**src/sv/assert_macros.svh**
```systemverilog
// Assertion macros shared by the clipper RTL.
`ifndef ASSERT_MACROS_SVH
`define ASSERT_MACROS_SVH

// Condition that must hold at every clock edge outside reset.
`define ASSERT_ALWAYS(label, clk, rst_n, expr, msg) \
    label: assert property (@(posedge clk) disable iff (!rst_n) (expr)) else $error(msg);

// Implication checked at every clock edge outside reset.
`define ASSERT_IMPLY(label, clk, rst_n, ante, cons, msg) \
    label: assert property (@(posedge clk) disable iff (!rst_n) (ante) |-> (cons)) \
        else $error(msg);

`endif

```
**src/sv/plc_pkg.sv**
```systemverilog
// Package for the parametric line clipper: widths, types and register indexes.
package plc_pkg;

    localparam int CB    = 13;             // coordinate width
    localparam int FB    = 16;             // fractional bits of t
    localparam int DW    = CB + 1;         // width of differences p and q
    localparam int MAGW  = DW;             // magnitude of a difference
    localparam int DIVW  = MAGW + FB + 2;  // divider dividend and quotient width
    localparam int VW    = MAGW + 1;       // divider divisor width
    localparam int RW    = VW + 1;         // divider partial remainder width
    localparam int TW    = DIVW + 1;       // signed t width
    localparam int UTW   = FB + 1;         // t in [0, ONE]
    localparam int PW    = UTW + 1 + DW;   // product t * d width
    localparam int SW    = PW + 1;         // sum before rounding shift
    localparam int NEDGE = 4;
    localparam int FIFO_DEPTH = 4;
    localparam int FIFO_AW    = $clog2(FIFO_DEPTH);
    localparam int IN_TDW  = ((4 * CB + 7) / 8) * 8;
    localparam int OUT_TDW = ((4 * CB + 7) / 8) * 8;

    localparam logic [UTW-1:0] ONE_T  = UTW'(1) << FB;
    localparam logic [SW-1:0]  HALF_T = SW'(1) << (FB - 1);

    // configuration register indexes
    typedef enum logic [1:0] {
        CFG_LEFT   = 2'd0,
        CFG_BOTTOM = 2'd1,
        CFG_RIGHT  = 2'd2,
        CFG_TOP    = 2'd3
    } t_cfg_idx;

    // segment after the front end: start point, deltas, q per edge and edge class
    typedef struct packed {
        logic [CB-1:0]            x1;
        logic [CB-1:0]            y1;
        logic [DW-1:0]            dx;
        logic [DW-1:0]            dy;
        logic [NEDGE-1:0][DW-1:0] q;
        logic [NEDGE-1:0]         pzero;
        logic [NEDGE-1:0]         pneg;
        logic [NEDGE-1:0]         qneg;
    } t_item;

    // data carried beside the dividers
    typedef struct packed {
        logic [CB-1:0]    x1;
        logic [CB-1:0]    y1;
        logic [DW-1:0]    dx;
        logic [DW-1:0]    dy;
        logic [NEDGE-1:0] pzero;
        logic [NEDGE-1:0] pneg;
        logic [NEDGE-1:0] qneg;
    } t_side;

    // fifo status toward the front and back ends
    typedef struct packed {
        logic empty;
        logic full;
    } t_fifo_stat;

endpackage

```
**src/sv/plc_front.sv**
```systemverilog
// Front end: window registers, segment intake and per-edge classification.
module plc_front import plc_pkg::*; (
    input  logic              i_clk,
    input  logic              i_rst_n,
    input  logic              i_cfg_we,
    input  logic [1:0]        i_cfg_addr,
    input  logic [CB-1:0]     i_cfg_wdata,
    input  logic              i_valid,
    input  logic [IN_TDW-1:0] i_data,
    input  t_fifo_stat        i_stat,
    output logic              o_ready,
    output logic              o_wr_en,
    output t_item             o_item
);

    logic [CB-1:0] r_left, r_bottom, r_right, r_top;
    logic [CB-1:0] x1, y1, x2, y2;
    logic [DW-1:0] dx, dy;

    // window registers
    always_ff @(posedge i_clk) begin
        if (!i_rst_n) begin
            r_left   <= '0;
            r_bottom <= '0;
            r_right  <= CB'(4095);
            r_top    <= CB'(4095);
        end else if (i_cfg_we) begin
            case (t_cfg_idx'(i_cfg_addr))
                CFG_LEFT:   r_left   <= i_cfg_wdata;
                CFG_BOTTOM: r_bottom <= i_cfg_wdata;
                CFG_RIGHT:  r_right  <= i_cfg_wdata;
                CFG_TOP:    r_top    <= i_cfg_wdata;
                default:    r_left   <= r_left;
            endcase
        end
    end

    // unpack and sign-extend
    assign x1 = i_data[CB-1:0];
    assign y1 = i_data[2*CB-1:CB];
    assign x2 = i_data[3*CB-1:2*CB];
    assign y2 = i_data[4*CB-1:3*CB];

    function automatic logic [DW-1:0] sx(input logic [CB-1:0] v);
        return {v[CB-1], v};
    endfunction

    assign dx = sx(x2) - sx(x1);
    assign dy = sx(y2) - sx(y1);

    // p per edge is -dx, dx, -dy, dy; only its class travels on
    always_comb begin
        o_item.x1   = x1;
        o_item.y1   = y1;
        o_item.dx   = dx;
        o_item.dy   = dy;
        o_item.q[0] = sx(x1) - sx(r_left);
        o_item.q[1] = sx(r_right) - sx(x1);
        o_item.q[2] = sx(y1) - sx(r_bottom);
        o_item.q[3] = sx(r_top) - sx(y1);
        o_item.pzero = {dy == '0, dy == '0, dx == '0, dx == '0};
        o_item.pneg  = {dy[DW-1], !dy[DW-1] && dy != '0,
                        dx[DW-1], !dx[DW-1] && dx != '0};
        for (int e = 0; e < NEDGE; e++) begin
            o_item.qneg[e] = o_item.q[e][DW-1];
        end
    end

    assign o_ready = !i_stat.full;
    assign o_wr_en = i_valid && !i_stat.full;

endmodule

```
**config.mk**
```make
export PLATFORM = sky130hd
export DESIGN_NAME = plc_front
export DESIGN_NICKNAME = d
export VERILOG_FILES = /design/src/sv/assert_macros.svh /design/src/sv/plc_pkg.sv /design/src/sv/plc_front.sv
export SDC_FILE = /design/constraint.sdc
export NUM_CORES = 1
export LEC_CHECK = 0
export ABC_AREA = 1
export BUFFER_PORTS_ARGS = -buffer_cell sky130_fd_sc_hd__buf_2
export CAP_MARGIN = 0
export CORE_MARGIN = 2
export CORE_UTILIZATION = 57
export DETAILED_ROUTE_END_ITERATION = 12
export PLACE_DENSITY = 0.88
export SETUP_SLACK_MARGIN = 0.02
export SYNTH_ARGS = -nofsm -noshare
export SYNTH_HDL_FRONTEND = slang
export SYNTH_SLANG_ARGS = --single-unit
export TNS_END_PERCENT = 1
```
**constraint.sdc**
```tcl
create_clock -name i_clk -period 4 [get_ports i_clk]
set_input_delay 0.4 -clock i_clk [delete_from_list [all_inputs] [get_ports i_clk]]
set_output_delay 0.4 -clock i_clk [all_outputs]
set_load 0.005 [all_outputs]
```
After elaboration in Yosys (flattened, before gate mapping)
Cells that the tools add are included.
{"block": "word_totals", "elab_cells": 28, "input_bits": 77, "reg_bits": 52, "output_inout_bits": 124}
{"block": "classes", "addsub": 6, "reduce_logical": 15, "eq_ne": 3}
{"cell": "$sub A13 B13 Y14", "count": 6}
{"cell": "$logic_not A14 Y1", "count": 2}
{"cell": "$reduce_bool A14 Y1", "count": 2}
{"cell": "$reduce_and A2 Y1", "count": 4}
{"cell": "$eq A2 B2 Y1 const B", "count": 2}
{"cell": "$logic_and A1 B1 Y1", "count": 3}
{"cell": "$logic_not A1 Y1", "count": 3}
{"cell": "$eq A2 B1 Y1 const B", "count": 1}
{"cell": "$logic_not A2 Y1", "count": 1}

Depth between registers and ports, before layout
{"block": "logic_depth", "word_depth": 3, "mapped_depth": 15, "mapped_depth_nobuf": 14}

Least setup slack after synthesis
No wires, ideal clock.
{"block": "synth_timing", "kind": "input port to output port", "start": "in i_data[39]", "end": "out o_item[11] in the netlist's numbering", "setup_slack_ps": 1424, "n_path_buf": 1, "arrival_time_ps": 2176, "required_time_ps": 3600, "stages": 13, "path_cell_list": "inv_1 ha_1 inv_1 fa_1 or2_2 nor2_1 nand3_1 nor2_1 nand3_1 nor2_1 nand4_1 nor2_1 buf_4"}
{"item": "start: declaration", "line": "plc_front.sv:9", "rtl": "input logic [IN_TDW-1:0] i_data,"}
{"item": "end: declaration", "line": "plc_front.sv:13", "rtl": "output t_item o_item"}

==> run_results.csv <==
group,metric,value,unit
run_status,status,"completed",
power_and_ir_drop,leakage,4.17,nW
logic_synthesis,synth_common_cells,"nand2_1 (254), inv_1 (193), ha_1 (78), a21oi_1 (75), nand3_1 (68)",
logic_synthesis,yosysUniqueCellTypes,29,
floorplanning,pin_count,201,
detailed_routing,firstDrtPassIters,7,
logic_synthesis,yosysTopAreaCellShare,16.8,%
place,dp_hpwl,13900,um
floorplanning,die_area,0.0117,sq mm
logic_synthesis,synth_nets,1156,
floorplanning,die_h,108,um
worst_setup_path,worstSetupEndpointType,"output pin",
timing,rsz0062_at_grt,"false",
logic_synthesis,yosys.area.top_type,"dfxtp_1",
timing,drv_slew,0,
timing,worst_slew_pin_slew,0.806,ns
clocking,cts.repair.resized,0,
power_and_ir_drop,seq_power_share,29.9,%
logic_synthesis,synth-compound-area-share,12.4,%
power_and_ir_drop,internal_power,1.09,mW
global_route,grt_pass1_wl,25500,um
worst_setup_path,crit_type,"in2out",
global_route,antenna_found_initial,1,
power_and_ir_drop,switchingPower,0.779,mW
detailed_routing,routed_wl,16500,um
logic_synthesis,synth-xor-area-share,6.66,%
timing,period_needed,2.85,ns
clocking,clk_path_buf_depth,2,
timing,tns,0,ns
global_route,grt_overflow_total,0,
detailed_routing,ant_nets,0,
global_route,grt_pass1_vias,5655,
timing,fin_crit_sh,71.3,%
timing,skew,0,ns
clocking,numCtsBuffers,5,
floorplanning,core_area,0.0107,sq mm
clocking,path_clk_slew,0.10,ns
power_and_ir_drop,comb_power_share,52.5,%
logic_synthesis,synth.most_common_cell,"nand2_1",
clocking,cts_tree,"done",
clocking,cts_root_buffer,"clkbuf_8",
logic_synthesis,synth_top_family_by_area,"simple AND/OR/NAND/NOR gates",
timing,final-setup-viol-count,0,
timing,hold_violations,0,
floorplanning,initial_utilization,57.8,%
global_route,grt_usage,26.9,%
timing,fmax,351,MHz
detailed_routing,first_iter_violations,451,
worst_setup_path,crit_required,3.60,ns
timing,slew_headroom,46.3,%
detailed_routing,vias_per_cell,5.13,
logic_synthesis,synth_warnings,0,
power_and_ir_drop,swShare,41.8,%
logic_synthesis,synthSimpleGateAreaFrac,29.7,%
logic_synthesis,synth-edff-count,0,
place,pre_cts_ws,1.16,ns
clocking,htreeDepth,2,
logic_synthesis,ys_seq_area_share,16.8,%
global_route,grt_max_degree,52,
floorplanning,die_x,108,um
hold_path,min_path_type,"in2reg",
place,io_buffers,195,
logic_synthesis,synthCells,995,
logic_synthesis,netlist_area,0.00618,sq mm
worst_setup_path,critPathLaunchType,"input port",
final_layout,area_growth,15.7,%
place,gp_congestion,0.945,
clocking,cts_hold_buf,0,
logic_synthesis,syn_area_per_cell,6.21,sq um
power_and_ir_drop,p_per_area,261,mW/mm^2
job,drv_cap,0,
clocking,clk_latency,0.31,ns
logic_synthesis,synthAdderAreaFrac,17.7,%
final_layout,final_net_count,1313,
final_layout,drive_gt1_share,18.9,%
clocking,post_cts_buffers,0,
worst_setup_path,path_max_fanout,4,
detailed_routing,drc,0,
logic_synthesis,synth_async_sr_flop_share,0,%
worst_setup_path,worstPathArrival,2.45,ns
floorplanning,rows,38,
power_and_ir_drop,vdd_drop_max,191,uV
logic_synthesis,synth_mux_area_share,0,%
detailed_routing,wl_per_cell,12.7,um
logic_synthesis,synth-main-ff-cell,"dfxtp_1",
clocking,clock-sinks,52,
power_and_ir_drop,clkPwrFrac,17.6,%
logic_synthesis,synthTopCellsByArea,"dfxtp_1 (17%), ha_1 (16%), nand2_1 (15%), inv_1 (12%), a21oi_1 (6.1%)",
logic_synthesis,ys_ff_latch,52,
timing,layout_setup_ws,1.15,ns
detailed_routing,vias,6632,
## final cells by class
class,count,area (sq um)
antenna,1,2.50
clock buffer,5,68.8
clock inverter,3,33.8
fill,1059,3550
inverter,193,724
multi-input combinational,703,4110
sequential,52,1040
tap,140,175
timing repair buffer,197,991
## flip-flops by register name, summed over array words and instances, names as in the netlist
name and cells:
r_right 13, r_bottom 13, r_left 13, r_top 13
## cell families after synthesis
family	Yosys count
flip-flops	52
buffers and inverters	240
AO/OA/AOI/OAI	144
AND/OR/NAND/NOR	428
XOR/XNOR	47
adder cells (fa/ha/maj)	84
## power by group through the flow
stage,combinational (mW),sequential [mW],clock (mW)
CTS,0.976,0.557,0.333
global placement,0.952,0.568,0
finish,0.979,0.557,0.328
global route,1.11,0.560,0.358
detailed placement,0.970,0.569,0
floorplan,0.644,0.565,0
## per-layer routing
metal	up-vias	share of wire (%)	GRT usage [%]
met1	2941	47	37.9
met4	0	1.6	5.68
met2	209	46	44.9
met3	20	6.0	2.11
met5	-	0	0
li1	3462	-	-
## worst max-delay path: stages
cell,delay (ns)
buf_2,0.12
ha_1,0.19
inv_1,0.14
fa_1,0.45
or2_2,0.30
nor2_1,0.12
nand3_1,0.08
nor2_1,0.08
nand3_1,0.12
nor2_1,0.11
nand4_1,0.08
nor2_1,0.12
buf_2,0.13
## layout by cell type, fill, tap and decap left out, types with 3 or more instances in the layout
cell type | synthesis | routed
a21boi_1 | 4 | 4
a21oi_1 | 75 | 75
buf_2 | 0 | 195
clkbuf_8 | 0 | 5
dfxtp_1 | 52 | 52
fa_1 | 6 | 6
ha_1 | 78 | 78
inv_1 | 193 | 193
nand2_1 | 254 | 254
nand2_2 | 4 | 4
nand3_1 | 68 | 68
nand3b_1 | 6 | 6
nand4_1 | 24 | 24
nor2_1 | 53 | 53
nor2_2 | 3 | 3
nor3_1 | 10 | 10
o21ai_0 | 52 | 52
o21bai_1 | 4 | 4
xnor2_1 | 13 | 13
xor2_1 | 34 | 34
## final timing paths
path,start,endpoint,slack [ns],cells after the start
worst max-delay path,i_data[13],o_item[10],1.15,13
worst min-delay path,i_cfg_wdata[2],r_right[2]$_SDFFE_PN1P_,0.34,3
worst max register to register,r_right[1]$_SDFFE_PN1P_,r_right[1]$_SDFFE_PN1P_,3.33,2
worst min register to register,r_left[12]$_SDFFE_PN0P_,r_left[12]$_SDFFE_PN0P_,0.46,2
## stage by stage
stage	util, %	hold slack (ns)	std cells	power (mW)	area, sq um
2_1_floorplan	-	0.433	995	1.21	6180
3_3_place_gp	65.8	0.447	1285	1.52	7040
3_5_place_dp	65.8	0.450	1285	1.54	7040
4_1_cts	66.8	0.347	1293	1.87	7140
5_1_grt	66.8	0.375	1293	2.02	7140
6_report	66.8	0.342	1294	1.86	7150
Note: power is estimated with default switching activity, not from simulation.
