File: config.mk
export PLATFORM = sky130hd
export DESIGN_NAME = plc_fifo
export DESIGN_NICKNAME = d
export VERILOG_FILES = /design/src/sv/plc_pkg.sv /design/src/sv/plc_fifo.sv
export VERILOG_INCLUDE_DIRS = /design/src /design/src/sv
export SDC_FILE = /design/constraint.sdc
export NUM_CORES = 1
export LEC_CHECK = 0
export ABC_AREA = 1
export BUFFER_PORTS_ARGS = -buffer_cell sky130_fd_sc_hd__buf_4
export CORE_ASPECT_RATIO = 0.6
export CORE_UTILIZATION = 60
export DETAILED_ROUTE_END_ITERATION = 12
export MAX_ROUTING_LAYER = met4
export PLACE_DENSITY = 0.82
export SETUP_SLACK_MARGIN = 0.5
export SLEW_MARGIN = 0
export SYNTH_ARGS = -nofsm -noshare
export SYNTH_HDL_FRONTEND = slang
export SYNTH_SLANG_ARGS = --single-unit
File: constraint.sdc
create_clock -name i_clk -period 6.3 [get_ports i_clk]
set_clock_uncertainty 0.2 [all_clocks]
set_input_delay 0.63 -clock i_clk [delete_from_list [all_inputs] [get_ports i_clk]]
set_output_delay 0.63 -clock i_clk [all_outputs]
set_load 0.005 [all_outputs]
File: src/sv/assert_macros.svh
// Assertion macros shared by the clipper RTL.
`ifndef ASSERT_MACROS_SVH
`define ASSERT_MACROS_SVH

// Condition that must hold at every clock edge outside reset.
`define ASSERT_ALWAYS(label, clk, rst_n, expr, msg) \
    label: assert property (@(posedge clk) disable iff (!rst_n) (expr)) else $error(msg);

// Implication checked at every clock edge outside reset.
`define ASSERT_IMPLY(label, clk, rst_n, ante, cons, msg) \
    label: assert property (@(posedge clk) disable iff (!rst_n) (ante) |-> (cons)) \
        else $error(msg);

`endif

File: src/sv/plc_pkg.sv
// Package for the parametric line clipper: widths, types and register indexes.
package plc_pkg;

    localparam int CB    = 13;             // coordinate width
    localparam int FB    = 16;             // fractional bits of t
    localparam int DW    = CB + 1;         // width of differences p and q
    localparam int MAGW  = DW;             // magnitude of a difference
    localparam int DIVW  = MAGW + FB + 2;  // divider dividend and quotient width
    localparam int VW    = MAGW + 1;       // divider divisor width
    localparam int RW    = VW + 1;         // divider partial remainder width
    localparam int TW    = DIVW + 1;       // signed t width
    localparam int UTW   = FB + 1;         // t in [0, ONE]
    localparam int PW    = UTW + 1 + DW;   // product t * d width
    localparam int SW    = PW + 1;         // sum before rounding shift
    localparam int NEDGE = 4;
    localparam int FIFO_DEPTH = 4;
    localparam int FIFO_AW    = $clog2(FIFO_DEPTH);
    localparam int IN_TDW  = ((4 * CB + 7) / 8) * 8;
    localparam int OUT_TDW = ((4 * CB + 7) / 8) * 8;

    localparam logic [UTW-1:0] ONE_T  = UTW'(1) << FB;
    localparam logic [SW-1:0]  HALF_T = SW'(1) << (FB - 1);

    // configuration register indexes
    typedef enum logic [1:0] {
        CFG_LEFT   = 2'd0,
        CFG_BOTTOM = 2'd1,
        CFG_RIGHT  = 2'd2,
        CFG_TOP    = 2'd3
    } t_cfg_idx;

    // segment after the front end: start point, deltas, q per edge and edge class
    typedef struct packed {
        logic [CB-1:0]            x1;
        logic [CB-1:0]            y1;
        logic [DW-1:0]            dx;
        logic [DW-1:0]            dy;
        logic [NEDGE-1:0][DW-1:0] q;
        logic [NEDGE-1:0]         pzero;
        logic [NEDGE-1:0]         pneg;
        logic [NEDGE-1:0]         qneg;
    } t_item;

    // data carried beside the dividers
    typedef struct packed {
        logic [CB-1:0]    x1;
        logic [CB-1:0]    y1;
        logic [DW-1:0]    dx;
        logic [DW-1:0]    dy;
        logic [NEDGE-1:0] pzero;
        logic [NEDGE-1:0] pneg;
        logic [NEDGE-1:0] qneg;
    } t_side;

    // fifo status toward the front and back ends
    typedef struct packed {
        logic empty;
        logic full;
    } t_fifo_stat;

endpackage

File: src/sv/plc_fifo.sv
// Short queue between front and back ends.
`include "assert_macros.svh"
module plc_fifo import plc_pkg::*; (
    input  logic       i_clk,
    input  logic       i_rst_n,
    input  logic       i_wr_en,
    input  t_item      i_item,
    input  logic       i_rd_en,
    output t_item      o_item,
    output t_fifo_stat o_stat
);

    t_item              r_mem [FIFO_DEPTH];
    logic [FIFO_AW-1:0] r_wr_ptr, r_rd_ptr;
    logic [FIFO_AW:0]   r_count;

    // storage
    always_ff @(posedge i_clk) begin
        if (i_wr_en) begin
            r_mem[r_wr_ptr] <= i_item;
        end
    end

    // pointers and fill count
    always_ff @(posedge i_clk) begin
        if (!i_rst_n) begin
            r_wr_ptr <= '0;
            r_rd_ptr <= '0;
            r_count  <= '0;
        end else begin
            if (i_wr_en) r_wr_ptr <= r_wr_ptr + FIFO_AW'(1);
            if (i_rd_en) r_rd_ptr <= r_rd_ptr + FIFO_AW'(1);
            r_count <= r_count + (FIFO_AW+1)'(i_wr_en) - (FIFO_AW+1)'(i_rd_en);
        end
    end

    assign o_item       = r_mem[r_rd_ptr];
    assign o_stat.empty = (r_count == '0);
    assign o_stat.full  = (r_count == (FIFO_AW+1)'(FIFO_DEPTH));

    `ASSERT_ALWAYS(a_no_overflow, i_clk, i_rst_n, !(i_wr_en && o_stat.full), "fifo overflow")
    `ASSERT_ALWAYS(a_no_underflow, i_clk, i_rst_n, !(i_rd_en && o_stat.empty), "fifo underflow")
    `ASSERT_ALWAYS(a_count_range, i_clk, i_rst_n, r_count <= (FIFO_AW+1)'(FIFO_DEPTH),
        "fifo count out of range")

endmodule

# [Word-level counts from Yosys, hierarchy flattened]
# Memory sizes are Yosys's and may differ from the RTL's. A register that Yosys moved wholly into a read port is not among the register bits.
# Index checks and enable logic that the tools add are counted.
[classes] addsub=4 eq_ne=1 mux=4 reduce_logical=1
[ops] operator="adder 2 x 1 -> 2 bit, second input constant" n=2
[ops] operator="two-way mux 2 bit" n=2
[ops] operator="adder 3 x 1 -> 3 bit" n=1
[ops] operator="== test 3 bit, second input constant" n=1
[ops] operator="zero test 3 bit" n=1
[ops] operator="subtractor 3 x 1 -> 3 bit" n=1
[ops] operator="two-way mux 1 bit" n=2
[totals] reg_bits=7 mem_bits_rw=488 input_bits=126 output_inout_bits=124 elab_cells=14 mem_count=1
[mem_list] name="r_mem" words=4 word_bits=122 rd=1 rd_ports_with_merged_regs=1 wr=1 line="plc_fifo.sv:13" text="t_item r_mem [FIFO_DEPTH];"

# [Depth between registers and ports, before layout]
[logic_depth] ltp_word=3 depth_mapped=8 depth_no_buf=8

# [Worst setup path after synthesis]
# OpenSTA, ideal clock, no wires.
[synth_path] kind="in2reg" start="in i_wr_en" end="mem r_mem[0][0] in the netlist's numbering, enable pin" setup_ns=0.475 arrival_ns=3.015 required_time_ns=5.625 setup_slack_ns=2.610 cell_stages=2 n_path_buf=0 cell_sequence="nand2_1 -> inv_1"
[synth_via] elab_chain_cells=2
[synth_rtl] item="start: declaration" line="plc_fifo.sv:6" text="input logic i_wr_en,"
[synth_rtl] item="two-way mux 1 bit" line="plc_fifo.sv:19" text="if (i_wr_en) begin"
[synth_rtl] item="two-way mux 1 bit (implied by the code)" line="plc_fifo.sv:20" text="r_mem[r_wr_ptr] <= i_item;"
[synth_rtl] item="end: declaration" line="plc_fifo.sv:13"
# No other way between the ends.

==> impl_summary.md <==
Run status
The flow ran to the end, and the final reports show no timing, DRC or antenna violations.

Setup path
The required time of the worst setup path is 5.47 ns. By startpoint and endpoint, the worst setup path is classified as flop to primary output. The end of the worst register-to-register path is r_mem[2][17].

STA classifies the critical path startpoint as a flop. The critical-path maximum fanout is 201. The number of cells on the worst reg-to-reg path is 5. The destination of the critical timing path is o_item[90]. The worst endpoint data arrival time is 2.91 ns. The startpoint of the worst-slack reg-to-reg timing path is r_wr_ptr[0]. The sort of element at the end of the critical path is a primary output.

The register-to-register setup slack is 3.45 ns.

Hold path
The min-delay analysis places its worst path in the category input port to flop. The startpoint of the most critical hold path is i_item[109].

Placement
The count of buffers added on input and output ports is 249. After detailed placement, the total cell area comes to 21600 sq um. The placer's final routability congestion estimate is 0.745. The post-detailed-placement half-perimeter wirelength is 22.1 mm.

Pwr
After layout, the design draws a total of 7.16 mW. For this design the static power due to leakage is 8.95 nW. Across the VDD grid, the largest voltage drop is 0.197 mV. The share of total power consumed by net switching is 0.220. Of the total power, combinational logic draws 0.094. The share of total power dissipated in sequential elements is 0.536. In this run the power spent charging and discharging nets is 1.57 mW. The share of total power dissipated in the clock network is 0.370. The internal power of the cells totals 5.59 mW.

For this design the ratio of total power to cell area is 311 nW/um^2.

Die
The die span in y is 142 um. The placeable core region is 31600 sq um. Measured along the x axis, the die boundary spans 235 um. The die covers 33200 sq um.

The site row count is 50. In this run the count of I/O pins placed on the die edge is 250. The initial cell density of the core is 0.617.

Route
The pre-antenna-repair detailed-routing pass consisted of 5 iterations. In the final routed layout, each cell accounts on average for 17.7 um. After detailed routing, no signal wire sits above met4.

The total met3 wirelength after detailed routing is 2.24 mm. For this block, the initial DRC count from the detailed router was 898. The number of nets with antenna violations after routing is 0. The wire length on met2 is 19.0 mm.

The wire length reported by the detailed router is 38.2 mm. The detailed-route vias per instance is 5.36. After detailed routing, the number of remaining DRC violations is 0. The detailed router put a total of 16.4 mm of wire on met1. The total number of vias is 11500.

Synthesis
By area the synthesized netlist is led by sky130_fd_sc_hd__edfxtp_1 75%, sky130_fd_sc_hd__inv_1 5.0%, sky130_fd_sc_hd__nand2_1 4.9%. Yosys mapped the design onto 17 distinct sky130hd cell types. The number of storage elements in the synthesis netlist is 497.

The cell type contributing the most total cell area after synthesis is sky130_fd_sc_hd__edfxtp_1. The mapped netlist covers 19500 sq um. The synthesized area per cell is 13.2 sq um. The Yosys step of the flow raised 0 warnings.

After technology mapping, the gate count stands at 1478. Synthesis produced a netlist with a net count of 1611. The share of the Yosys chip area taken by registers is 0.761. The area fraction of the dominant cell type after synthesis is 0.752.

Cells and area
Of the cells placed in the final design, the portion with a size suffix greater than 1 is 0.190. The number of inserted filler cells in the final layout is 1942. Summing all non-filler instances in the final layout gives an area of 23000 sq um. From synthesis to final layout, the design area changed by 18.0%. The number of nets at the end of the flow is 1839.

Timing
The period utilization is 0.593. The total negative slack for setup checks is 0 ns. The clock period minus final worst setup slack is 3.74 ns.

At the pin with the least slew margin, the transition time is 1.07 ns. Setup repair after global routing left no endpoint under its margin. Setup violations remaining at the end of the flow were counted as 0. The final hold violation count is 0. The worst pin sits at a relative slew slack of 0.287.

The final count of pins violating max slew is 0. Timing would allow up to 268 MHz. The tightest hold path in the finished design has a slack of 0.0804 ns.

Clock network
The quantity of gates resized following cts is 0. Post-CTS timing repair inserted 0 buffers for setup. The number of clock sinks is 497.

The number of buffers between clock root and the deepest sink is 3. After clock tree synthesis, the clock-pin slew on the worst setup and hold paths is 0.07 ns. The number of buffers created by CTS is 44.

The cts-stage hold buffer count is 0. The clock insertion delay at the later pin of the skew report is 0.53 ns. Clock tree synthesis selected as its root buffer the cell sky130_fd_sc_hd__clkbuf_16. TritonCTS built the clock tree. The level count of the clock H-tree is 2.

Global route
The first global-routing pass estimated 58.9 mm of wire. For this run the aggregate overflow at the end of global routing stands at 0. The global-route total usage across every layer is 0.236. The number of global-route vias before repair is 11000. Entering global routing, the biggest net connects 202 pins. The number of antenna violations at the first check in global routing is 0.

Job
Across the run, the number of max-cap violations was 0.
## worst max-delay path, stage by stage, from the launching register on
cell	delay, ns
sky130_fd_sc_hd__dfxtp_4	1.00
sky130_fd_sc_hd__buf_12	0.54
sky130_fd_sc_hd__a21oi_1	0.18
sky130_fd_sc_hd__o21ai_0	0.18
sky130_fd_sc_hd__nand2_1	0.09
sky130_fd_sc_hd__buf_4	0.15
## worst min-delay path by stage
stage,end,slack (ns),cells after the start
after floorplan,flop,0.24,2
after global placement,flop,0.24,2
after detailed placement,flop,0.25,2
after CTS,r_mem[3][109],0.05,1
after global routing,r_mem[3][109],0.05,1
final,r_mem[3][109],0.08,1
## layout make-up
type,instances,area (sq um),share of cell area
tap,416,520,0.0226
multi-input combinational,641,3250,0.141
sequential,497,14800,0.645
antenna,1,2.50,0.000109
timing repair buffer,263,2000,0.0869
inverter,259,982,0.0427
clock inverter,21,238,0.0103
clock buffer,56,1170,0.0507
## through the flow
step | worst slack, ns | std cells | util
2_1_floorplan | 2.61 | 1478 | -
3_3_place_gp | 3.27 | 2076 | 0.684
3_5_place_dp | 3.20 | 2076 | 0.684
4_1_cts | 2.61 | 2153 | 0.728
5_1_grt | 2.38 | 2153 | 0.728
6_report | 2.56 | 2154 | 0.728
## Yosys cell counts
cell and number:
sky130_fd_sc_hd__a21oi_1 128, sky130_fd_sc_hd__nand2_1 254, sky130_fd_sc_hd__clkbuf_1 5, sky130_fd_sc_hd__buf_2 66, sky130_fd_sc_hd__buf_4 2, sky130_fd_sc_hd__ha_1 6, sky130_fd_sc_hd__nand3_1 1, sky130_fd_sc_hd__fa_1 1
sky130_fd_sc_hd__edfxtp_1 488, sky130_fd_sc_hd__nor2_1 2, sky130_fd_sc_hd__buf_6 5, sky130_fd_sc_hd__buf_1 3, sky130_fd_sc_hd__dfxtp_1 9, sky130_fd_sc_hd__inv_1 259, sky130_fd_sc_hd__o21ai_0 126, sky130_fd_sc_hd__o211ai_1 122
sky130_fd_sc_hd__nor3_1 1
## registers in the layout (all words and copies together), names as in the netlist, named ones only
name,cells
r_rd_ptr,2
r_wr_ptr,2
r_mem,488
r_count,3
## layer usage
metal / global-route usage / up-vias
met5: - / -
met4: 0.0596 / 0
met3: 0.0422 / 58
met2: 0.383 / 328
met1: 0.314 / 5560
li1: - / 5595
## power by group through the flow
stage	clock network, mW	registers [mW]	logic (mW)
2_1_floorplan	0	3.89	0.339
3_3_place_gp	0	3.90	0.652
3_5_place_dp	0	3.91	0.672
4_1_cts	2.69	3.84	0.678
5_1_grt	2.81	3.85	0.740
6_report	2.65	3.84	0.672
## layout by cell type (no fill, tap or decap), types with 4 or more instances in the layout
master,Yosys,layout
sky130_fd_sc_hd__edfxtp_1,488,488
sky130_fd_sc_hd__buf_4,2,261
sky130_fd_sc_hd__inv_1,259,255
sky130_fd_sc_hd__nand2_1,254,254
sky130_fd_sc_hd__a21oi_1,128,128
sky130_fd_sc_hd__o21ai_0,126,126
sky130_fd_sc_hd__o211ai_1,122,122
sky130_fd_sc_hd__clkbuf_16,0,45
sky130_fd_sc_hd__clkbuf_1,5,11
sky130_fd_sc_hd__clkinv_2,0,7
sky130_fd_sc_hd__dfxtp_1,9,7
sky130_fd_sc_hd__ha_1,6,6
sky130_fd_sc_hd__bufinv_16,0,5
sky130_fd_sc_hd__clkinv_1,0,5
sky130_fd_sc_hd__inv_4,0,4
## logic make-up (layout without fill, tap and decap cells)
logic type                 Yosys count  after routing  synth area share
DFF                                497            497             0.761
AOI/OAI and AO/OA                  376            376             0.112
buffers and inverters              340            599            0.0720
and+or+nand+nor                    258            258            0.0498
adders and majority gates            7              7           0.00488
other                                0              1                 0
No activity file was read; power rests on OpenSTA's default activity.
